**config.mk**
```make
export PLATFORM = sky130hd
export DESIGN_NAME = key_repeat_and_beeper
export DESIGN_NICKNAME = d
export VERILOG_FILES = /design/src/hdl/krb_pkg.sv /design/src/hdl/key_repeat_and_beeper.sv
export SDC_FILE = /design/constraint.sdc
export NUM_CORES = 1
export LEC_CHECK = 0
export CAP_MARGIN = 25
export CORE_MARGIN = 4
export CORE_UTILIZATION = 46
export CTS_BUF_LIST = sky130_fd_sc_hd__clkbuf_4 sky130_fd_sc_hd__clkbuf_8 sky130_fd_sc_hd__clkbuf_16
export DETAILED_ROUTE_END_ITERATION = 12
export DONT_BUFFER_PORTS = 1
export HOLD_SLACK_MARGIN = 0.1
export MAX_ROUTING_LAYER = met4
export SYNTH_ARGS = -nofsm -noshare
export SYNTH_HDL_FRONTEND = slang
export SYNTH_SLANG_ARGS = --single-unit
```
**constraint.sdc**
```tcl
create_clock -name aclk -period 3.2 [get_ports aclk]
set_input_delay 0.16 -clock aclk [delete_from_list [all_inputs] [get_ports aclk]]
set_output_delay 0.16 -clock aclk [all_outputs]
set_load 0.1 [all_outputs]
```
**src/hdl/krb_pkg.sv**
```systemverilog
// shared types, codes and reset values for the key repeat and beeper block
package krb_pkg;

    // default number of key lines
    localparam int KEY_LINES_DEF = 8;

    // field and register widths
    localparam int OP_W    = 2;
    localparam int REQ_W   = 2;
    localparam int COUNT_W = 5;
    localparam int TICK_W  = 8;
    localparam int ADDR_W  = 5;
    localparam int DATA_W  = 32;
    localparam int INDEX_W = 3;

    // item operation codes
    localparam logic [OP_W-1:0] OP_KEY_SCAN  = 2'd0;
    localparam logic [OP_W-1:0] OP_BELL_TICK = 2'd1;
    localparam logic [OP_W-1:0] OP_BELL_CMD  = 2'd2;

    // bell command codes
    localparam logic [REQ_W-1:0] REQ_STOP     = 2'd0;
    localparam logic [REQ_W-1:0] REQ_SINGLE   = 2'd1;
    localparam logic [REQ_W-1:0] REQ_PERIODIC = 2'd2;

    // register indexes
    localparam logic [INDEX_W-1:0] REG_ACCEPT       = 3'd0;
    localparam logic [INDEX_W-1:0] REG_REPEAT_FIRST = 3'd1;
    localparam logic [INDEX_W-1:0] REG_REPEAT_AGAIN = 3'd2;
    localparam logic [INDEX_W-1:0] REG_BEEP_ON      = 3'd3;
    localparam logic [INDEX_W-1:0] REG_BEEP_OFF     = 3'd4;

    // register reset values
    localparam logic [COUNT_W-1:0] ACCEPT_RST       = 5'd3;
    localparam logic [COUNT_W-1:0] REPEAT_FIRST_RST = 5'd13;
    localparam logic [COUNT_W-1:0] REPEAT_AGAIN_RST = 5'd20;
    localparam logic [TICK_W-1:0]  BEEP_ON_RST      = 8'd5;
    localparam logic [TICK_W-1:0]  BEEP_OFF_RST     = 8'd10;

    // hold count saturates here
    localparam logic [COUNT_W-1:0] HOLD_MAX = 5'd31;

    // beeper modes
    typedef enum logic [1:0] {
        BELL_STOPPED   = 2'd0,
        BELL_SINGLE    = 2'd1,
        BELL_ON_PHASE  = 2'd2,
        BELL_OFF_PHASE = 2'd3
    } bell_mode_t;

endpackage

```
**src/hdl/key_repeat_and_beeper.sv**
```systemverilog
// Keypad qualifier with auto-repeat and beeper timer, top level.
// Each beat on the s_ channel is one key scan tick, bell tick or bell command;
// it produces exactly one result beat on the m_ channel with the reported key
// pattern (zero unless this scan reaches the accept or a repeat count) and the
// beeper level after the item. An item passes an input register, then one
// pass of short logic updates the key and beeper state and loads the result
// register, so one item is taken every cycle; throughput drops only while
// the result register is held by m_ready low. The user must set counts and
// beep timing through the APB port only while no item is in flight; the
// block itself does not enforce this.
module key_repeat_and_beeper #(
    parameter int KEY_LINES = krb_pkg::KEY_LINES_DEF
) (
    input  logic                            aclk,
    input  logic                            aresetn,
    // configuration port
    input  logic                            psel,
    input  logic                            penable,
    input  logic                            pwrite,
    input  logic [krb_pkg::ADDR_W-1:0]      paddr,
    input  logic [krb_pkg::DATA_W-1:0]      pwdata,
    output logic [krb_pkg::DATA_W-1:0]      prdata,
    output logic                            pready,
    // input channel
    input  logic                            s_valid,
    output logic                            s_ready,
    input  logic [krb_pkg::OP_W-1:0]        s_op,
    input  logic [KEY_LINES-1:0]            s_key_lines,
    input  logic [krb_pkg::REQ_W-1:0]       s_bell_request,
    // result channel
    output logic                            m_valid,
    input  logic                            m_ready,
    output logic [KEY_LINES-1:0]            m_key_code,
    output logic                            m_bell_drive
);
    import krb_pkg::*;

    // configuration registers
    logic [COUNT_W-1:0] accept_count_reg;
    logic [COUNT_W-1:0] repeat_first_count_reg;
    logic [COUNT_W-1:0] repeat_again_count_reg;
    logic [TICK_W-1:0]  beep_on_ticks_reg;
    logic [TICK_W-1:0]  beep_off_ticks_reg;
    logic               cfg_write;
    logic [INDEX_W-1:0] cfg_index;

    // input stage
    logic                 in_vld_reg;
    logic [OP_W-1:0]      op_reg;
    logic [KEY_LINES-1:0] key_lines_reg;
    logic [REQ_W-1:0]     bell_request_reg;

    // state
    logic [KEY_LINES-1:0] last_pattern_reg, last_pattern_next;
    logic [COUNT_W-1:0]   hold_count_reg, hold_count_next;
    bell_mode_t           bell_mode_reg, bell_mode_next;
    logic [TICK_W-1:0]    bell_remaining_reg, bell_remaining_next;

    // result stage
    logic                 out_vld_reg;
    logic [KEY_LINES-1:0] key_code_reg, key_code_next;
    logic                 bell_drive_reg, bell_drive_next;

    // handshake and pipeline advance
    logic                 fire;
    logic                 s_fire;

    // key scan intermediates
    logic [KEY_LINES-1:0] pressed;
    logic [COUNT_W-1:0]   hold_inc;
    logic                 hit;
    logic                 key_beep;
    logic [TICK_W-1:0]    remaining_dec;

    // apb decode
    assign pready    = 1'b1;
    assign cfg_index = paddr[ADDR_W-1:2];
    assign cfg_write = psel && penable && pwrite;

    always_comb begin
        prdata = '0;
        unique case (cfg_index)
            REG_ACCEPT:       prdata = {{(DATA_W-COUNT_W){1'b0}}, accept_count_reg};
            REG_REPEAT_FIRST: prdata = {{(DATA_W-COUNT_W){1'b0}}, repeat_first_count_reg};
            REG_REPEAT_AGAIN: prdata = {{(DATA_W-COUNT_W){1'b0}}, repeat_again_count_reg};
            REG_BEEP_ON:      prdata = {{(DATA_W-TICK_W){1'b0}}, beep_on_ticks_reg};
            REG_BEEP_OFF:     prdata = {{(DATA_W-TICK_W){1'b0}}, beep_off_ticks_reg};
            default:          prdata = '0;
        endcase
    end

    // configuration register writes
    always_ff @(posedge aclk) begin
        if (!aresetn) begin
            accept_count_reg       <= ACCEPT_RST;
            repeat_first_count_reg <= REPEAT_FIRST_RST;
            repeat_again_count_reg <= REPEAT_AGAIN_RST;
            beep_on_ticks_reg      <= BEEP_ON_RST;
            beep_off_ticks_reg     <= BEEP_OFF_RST;
        end else if (cfg_write && pready) begin
            unique case (cfg_index)
                REG_ACCEPT:       accept_count_reg       <= pwdata[COUNT_W-1:0];
                REG_REPEAT_FIRST: repeat_first_count_reg <= pwdata[COUNT_W-1:0];
                REG_REPEAT_AGAIN: repeat_again_count_reg <= pwdata[COUNT_W-1:0];
                REG_BEEP_ON:      beep_on_ticks_reg      <= pwdata[TICK_W-1:0];
                REG_BEEP_OFF:     beep_off_ticks_reg     <= pwdata[TICK_W-1:0];
                default: ;
            endcase
        end
    end

    // the work stage runs when an item waits and the result register can load
    assign fire    = in_vld_reg && (!out_vld_reg || m_ready);
    assign s_ready = !in_vld_reg || fire;
    assign s_fire  = s_valid && s_ready;

    // input register
    always_ff @(posedge aclk) begin
        if (!aresetn) begin
            in_vld_reg <= 1'b0;
        end else if (s_ready) begin
            in_vld_reg <= s_valid;
        end
    end

    always_ff @(posedge aclk) begin
        if (s_fire) begin
            op_reg           <= s_op;
            key_lines_reg    <= s_key_lines;
            bell_request_reg <= s_bell_request;
        end
    end

    // key qualifier terms
    assign pressed       = ~key_lines_reg;
    assign hold_inc      = hold_count_reg + COUNT_W'(1);
    assign hit           = (hold_inc == accept_count_reg) ||
                           (hold_inc == repeat_first_count_reg) ||
                           (hold_inc == repeat_again_count_reg);
    assign remaining_dec = bell_remaining_reg - TICK_W'(1);

    // key state and report
    always_comb begin
        last_pattern_next = last_pattern_reg;
        hold_count_next   = hold_count_reg;
        key_code_next     = '0;
        key_beep          = 1'b0;
        if (op_reg == OP_KEY_SCAN && pressed != '0) begin
            if (pressed != last_pattern_reg) begin
                last_pattern_next = pressed;
                hold_count_next   = '0;
            end else if (hold_count_reg != HOLD_MAX) begin
                hold_count_next = hold_inc;
                if (hit) begin
                    key_code_next = pressed;
                    key_beep      = 1'b1;
                    // later repeats fold back to the first repeat count
                    if (hold_inc == repeat_again_count_reg) begin
                        hold_count_next = repeat_first_count_reg;
                    end
                end
            end
        end
    end

    // beeper next state
    always_comb begin
        bell_mode_next      = bell_mode_reg;
        bell_remaining_next = bell_remaining_reg;
        if (key_beep) begin
            bell_mode_next      = BELL_SINGLE;
            bell_remaining_next = beep_on_ticks_reg;
        end else if (op_reg == OP_BELL_CMD) begin
            priority if (bell_request_reg == REQ_SINGLE) begin
                bell_mode_next      = BELL_SINGLE;
                bell_remaining_next = beep_on_ticks_reg;
            end else if (bell_request_reg == REQ_PERIODIC) begin
                bell_mode_next      = BELL_ON_PHASE;
                bell_remaining_next = beep_on_ticks_reg;
            end else begin
                bell_mode_next = BELL_STOPPED;
            end
        end else if (op_reg == OP_BELL_TICK && bell_mode_reg != BELL_STOPPED) begin
            bell_remaining_next = remaining_dec;
            if (remaining_dec == '0) begin
                unique case (bell_mode_reg)
                    BELL_SINGLE: begin
                        bell_mode_next = BELL_STOPPED;
                    end
                    BELL_ON_PHASE: begin
                        bell_mode_next      = BELL_OFF_PHASE;
                        bell_remaining_next = beep_off_ticks_reg;
                    end
                    BELL_OFF_PHASE: begin
                        bell_mode_next      = BELL_ON_PHASE;
                        bell_remaining_next = beep_on_ticks_reg;
                    end
                    default: begin
                        bell_mode_next = BELL_STOPPED;
                    end
                endcase
            end
        end
    end

    // beeper output level follows the mode
    always_comb begin
        unique case (bell_mode_next)
            BELL_SINGLE, BELL_ON_PHASE: bell_drive_next = 1'b1;
            default:                    bell_drive_next = 1'b0;
        endcase
    end

    // state registers
    always_ff @(posedge aclk) begin
        if (!aresetn) begin
            last_pattern_reg   <= '0;
            hold_count_reg     <= '0;
            bell_mode_reg      <= BELL_STOPPED;
            bell_remaining_reg <= '0;
        end else if (fire) begin
            last_pattern_reg   <= last_pattern_next;
            hold_count_reg     <= hold_count_next;
            bell_mode_reg      <= bell_mode_next;
            bell_remaining_reg <= bell_remaining_next;
        end
    end

    // result register
    always_ff @(posedge aclk) begin
        if (!aresetn) begin
            out_vld_reg <= 1'b0;
        end else if (fire) begin
            out_vld_reg <= 1'b1;
        end else if (m_ready) begin
            out_vld_reg <= 1'b0;
        end
    end

    always_ff @(posedge aclk) begin
        if (fire) begin
            key_code_reg   <= key_code_next;
            bell_drive_reg <= bell_drive_next;
        end
    end

    assign m_valid      = out_vld_reg;
    assign m_key_code   = key_code_reg;
    assign m_bell_drive = bell_drive_reg;

`ifndef ASSERT_OFF
    // a reported key always starts a beep
    a_key_beeps: assert property (@(posedge aclk) disable iff (!aresetn)
        (out_vld_reg && key_code_reg != '0) |-> bell_drive_reg)
        else $error("key report without beeper on");

    // a stopped beeper is never shown driving
    a_stop_quiet: assert property (@(posedge aclk) disable iff (!aresetn)
        (fire && bell_mode_next == BELL_STOPPED) |=> !bell_drive_reg)
        else $error("beeper driven while stopped");

    // key state moves only when an item is worked on
    a_state_hold: assert property (@(posedge aclk) disable iff (!aresetn)
        !fire |=> ($stable(hold_count_reg) && $stable(last_pattern_reg)))
        else $error("key state changed without an item");
`endif

endmodule

```
==> impl_results.md <==
- Post-route cell area: 0.00498 mm^2
- Final worst path period share: 0.919
- Seq cells post-synth: 77
- HP Start: paddr[3]
- Post-DP HPWL: 7060 um
- Post-synth top area share: 0.257
- RSZ-0062 raised after global routing: false
- Root Driver: clkbuf_8
- Met2 usage: 0.305
- Critical setup path kind: flop to flop
- FFs w/ async S/R, synth: 0
- CTS tree: built
- Worst r2r src: hold_count_reg[0]
- Initial DRC count: 207
- Vias in the first global route: 3271
- Critical path fanouts, max: 8
- Multi-input logic area: 0.00240 mm^2
- Synth cell types: 62
- Status: finished clean
- Leak pwr: 1.91 nW
- Worst hold path class: input port to flop
- Ant diodes: 0
- Die Ht: 105 um
- Post-synth EDFFs: 21
- Die W: 105 um
- Initial antenna violation count: 0
- Synth Instances: 444
- First-pass GRT wire length: 16700 um
- Most Frequent Cell on Critical Path: ha_1
- CP arrival: 3040 ps
- Layer with the highest usage: met2
- Mux share of post-synthesis cell area: 0.105
- Setup Skew: 19.1 ps
- Critical Path RT: 3300 ps
- PortBufs: 0
- Area Growth Syn to Fin: 14.2%
- Vias: 3259
- Maximum level of the CTS H-tree: 3
- Share of layout cells above drive strength 1: 0.102
- Worst VDD drop: 0.251 mV
- Synth Area per Inst: 9.82 um^2
- GPL Wtd Cong: 0.836
- CP Launch Type: flop
- Slew HR: 0.258
- Clock transition at the registers of the reported paths: 90 ps
- CP Capture Type: flop
- Largest family of logic cells by synthesized area: simple AND/OR/NAND/NOR gates
- Crit path setup slack, layout: 260 ps
- First-pass detailed-route iteration total: 5
- CP top delay family: compound AO/OA/AOI/OAI gates
- DRT antenna net count: 0
- Primary FF master, synth: dfxtp_1
- Total CTS buffers: 9
- FILL cells: 823
- GRT overflow: 0
- CTS Buffer Depth: 2
- Worst-Margin Slew: 1120 ps
- YS warnings: 0
- Simple-gate share of the synthesized area: 0.180
- Worst Setup SP: hold_count_reg[0]
- F_max: 340 MHz
- Slowest Stage Delay on Critical Path: 410 ps
- Remaining DRCs: 0
- Final WL: 10000 um
- Pre-CTS setup slack: 289 ps
- Cts repair resizes: 0
- Top post-synthesis cells by area: dfxtp_1, edfxtp_1, mux2i_1
- Pins Over Slew Limit: 0
- Synth Area in XOR/XNOR: 0.0700
- CP bufs+invs: 0
- Compound-Gate Fraction of Synth Area: 0.150
- Initial Utilization: 0.472
- GR Util met1: 0.247
- Total Neg Setup Slack: 0 ps
- Post-layout minimum cycle time: 2940 ps
- Ports: 100
- Row cnt: 35
- Max Cap Viol: 0
- Critical path cell sequence: ha_1 -> and3_1 -> ha_1 -> xor2_1 -> nor4_4 -> a32oi_2 -> a211o_1 -> o2111a_2 -> mux2_4
- Most frequent cells in the layout: dfxtp_1, mux2i_1, nand2_1, nor2b_1, dlygate4sd3_1
- Total Die Area: 0.0111 mm^2
- Post-synthesis sequential area ratio: 0.402
- CORE AREA: 0.00924 mm^2
- Adder-cell share of the synthesized area: 0.0172
- Largest net degree at the start of global routing: 57
- Pwr dens: 448 mW/mm^2
- WL/cell: 16.7 um
- Overall power: 0.00223 W
- Synth area leader: dfxtp_1
- Final setup fails: 0
- GRT Total Usage: 0.193
- Mapped Area: 0.00436 mm^2
- Commonest non-fill, non-tap cell in the layout: dfxtp_1
- Register area: 0.00175 mm^2
- Clock sink count: 77
- Latest clock arrival within the worst-skew pair: 360 ps
- Met3 Use GR: 0.0465
- Cell Area, Placed: 0.00449 mm^2
- Vias per cell: 5.42
- Nets: 529
- Endpoints failing hold: 0
- Slowest CP cell: dfxtp_1
-- synthesized netlist by cell type, types with 3 or more instances --
| cell type | instances |
|---|---|
| inv_1 | 8 |
| o211a_1 | 8 |
| nand2_1 | 33 |
| clkbuf_1 | 16 |
| mux2_2 | 3 |
| o311ai_1 | 4 |
| xnor2_1 | 19 |
| o21ai_1 | 8 |
| xor2_1 | 8 |
| dfxtp_1 | 56 |
| o22ai_1 | 5 |
| nor2_1 | 21 |
| o31ai_1 | 9 |
| edfxtp_1 | 21 |
| a22oi_1 | 3 |
| nor4b_1 | 6 |
| nor4_2 | 3 |
| nand3_1 | 9 |
| buf_4 | 25 |
| o211ai_1 | 3 |
| a31oi_1 | 11 |
| nor3_1 | 4 |
| o21a_1 | 3 |
| ha_1 | 6 |
| nand2b_1 | 5 |
| nor4_1 | 4 |
| nor2b_1 | 31 |
| and2_1 | 5 |
| o21ai_0 | 6 |
| nand4_1 | 3 |
| and3_1 | 4 |
| buf_1 | 3 |
| a21oi_1 | 10 |
| a32o_1 | 3 |
| buf_2 | 5 |
| mux2i_1 | 41 |
-- area by class of cell --
| class | instances | area share |
|---|---|---|
| sequential | 77 | 0.352 |
| clock buffer | 10 | 0.0264 |
| tap | 129 | 0.0324 |
| clock inverter | 6 | 0.0141 |
| inverter | 8 | 0.00603 |
| timing repair buffer | 39 | 0.0870 |
| multi-input combinational | 332 | 0.482 |
-- power by group --
part           total, W  leakage, nW  internal (W)  switching, W
clock          0.000762       0.0929      0.000375      0.000387
combinational  0.000382         1.16      0.000111      0.000270
sequential      0.00109        0.659       0.00103     0.0000589
-- tightest hold or removal path: cells and delay by family --
kind / cells / cell delay [ps]
multiplexers: 1 / 150
AND/OR/NAND/NOR: 2 / 190
-- per-stage QoR --
step | hold slack, ps | cells | utilization
3_3_place_gp | 229 | 554 | 0.477
6_report | 171 | 601 | 0.539
2_1_floorplan | 259 | 467 | -
5_1_grt | 178 | 601 | 0.539
4_1_cts | 146 | 601 | 0.539
3_5_place_dp | 234 | 557 | 0.485
-- final timing paths --
path,endpoint,slack (ps),cells past startpoint
max,m_bell_drive,260,9
min,repeat_first_count_reg[0],170,3
max reg2reg,m_bell_drive,260,9
min reg2reg,last_pattern_reg[5],530,1
-- kinds of logic (layout without fill, tap and decap cells) --
logic type / Yosys count / count (layout)
compound gates: 89 / 89
xor+xnor: 30 / 30
fa+ha+maj: 6 / 6
buf+inv: 58 / 63
flops: 77 / 77
mux: 45 / 45
other cells: 2 / 25
simple gates: 137 / 137
-- timing repair --
action | CTS | global route
hold buffers | 28 | 0
setup buffers | 0 | 0
hold endpoints to repair | 68 | 0
-- layer usage --
metal	vias up	share of wire
met5	-	0
met1	1564	0.47
met2	90	0.47
met4	0	0.010
li1	1597	-
met3	8	0.054
(Power assumes the default switching activity.)
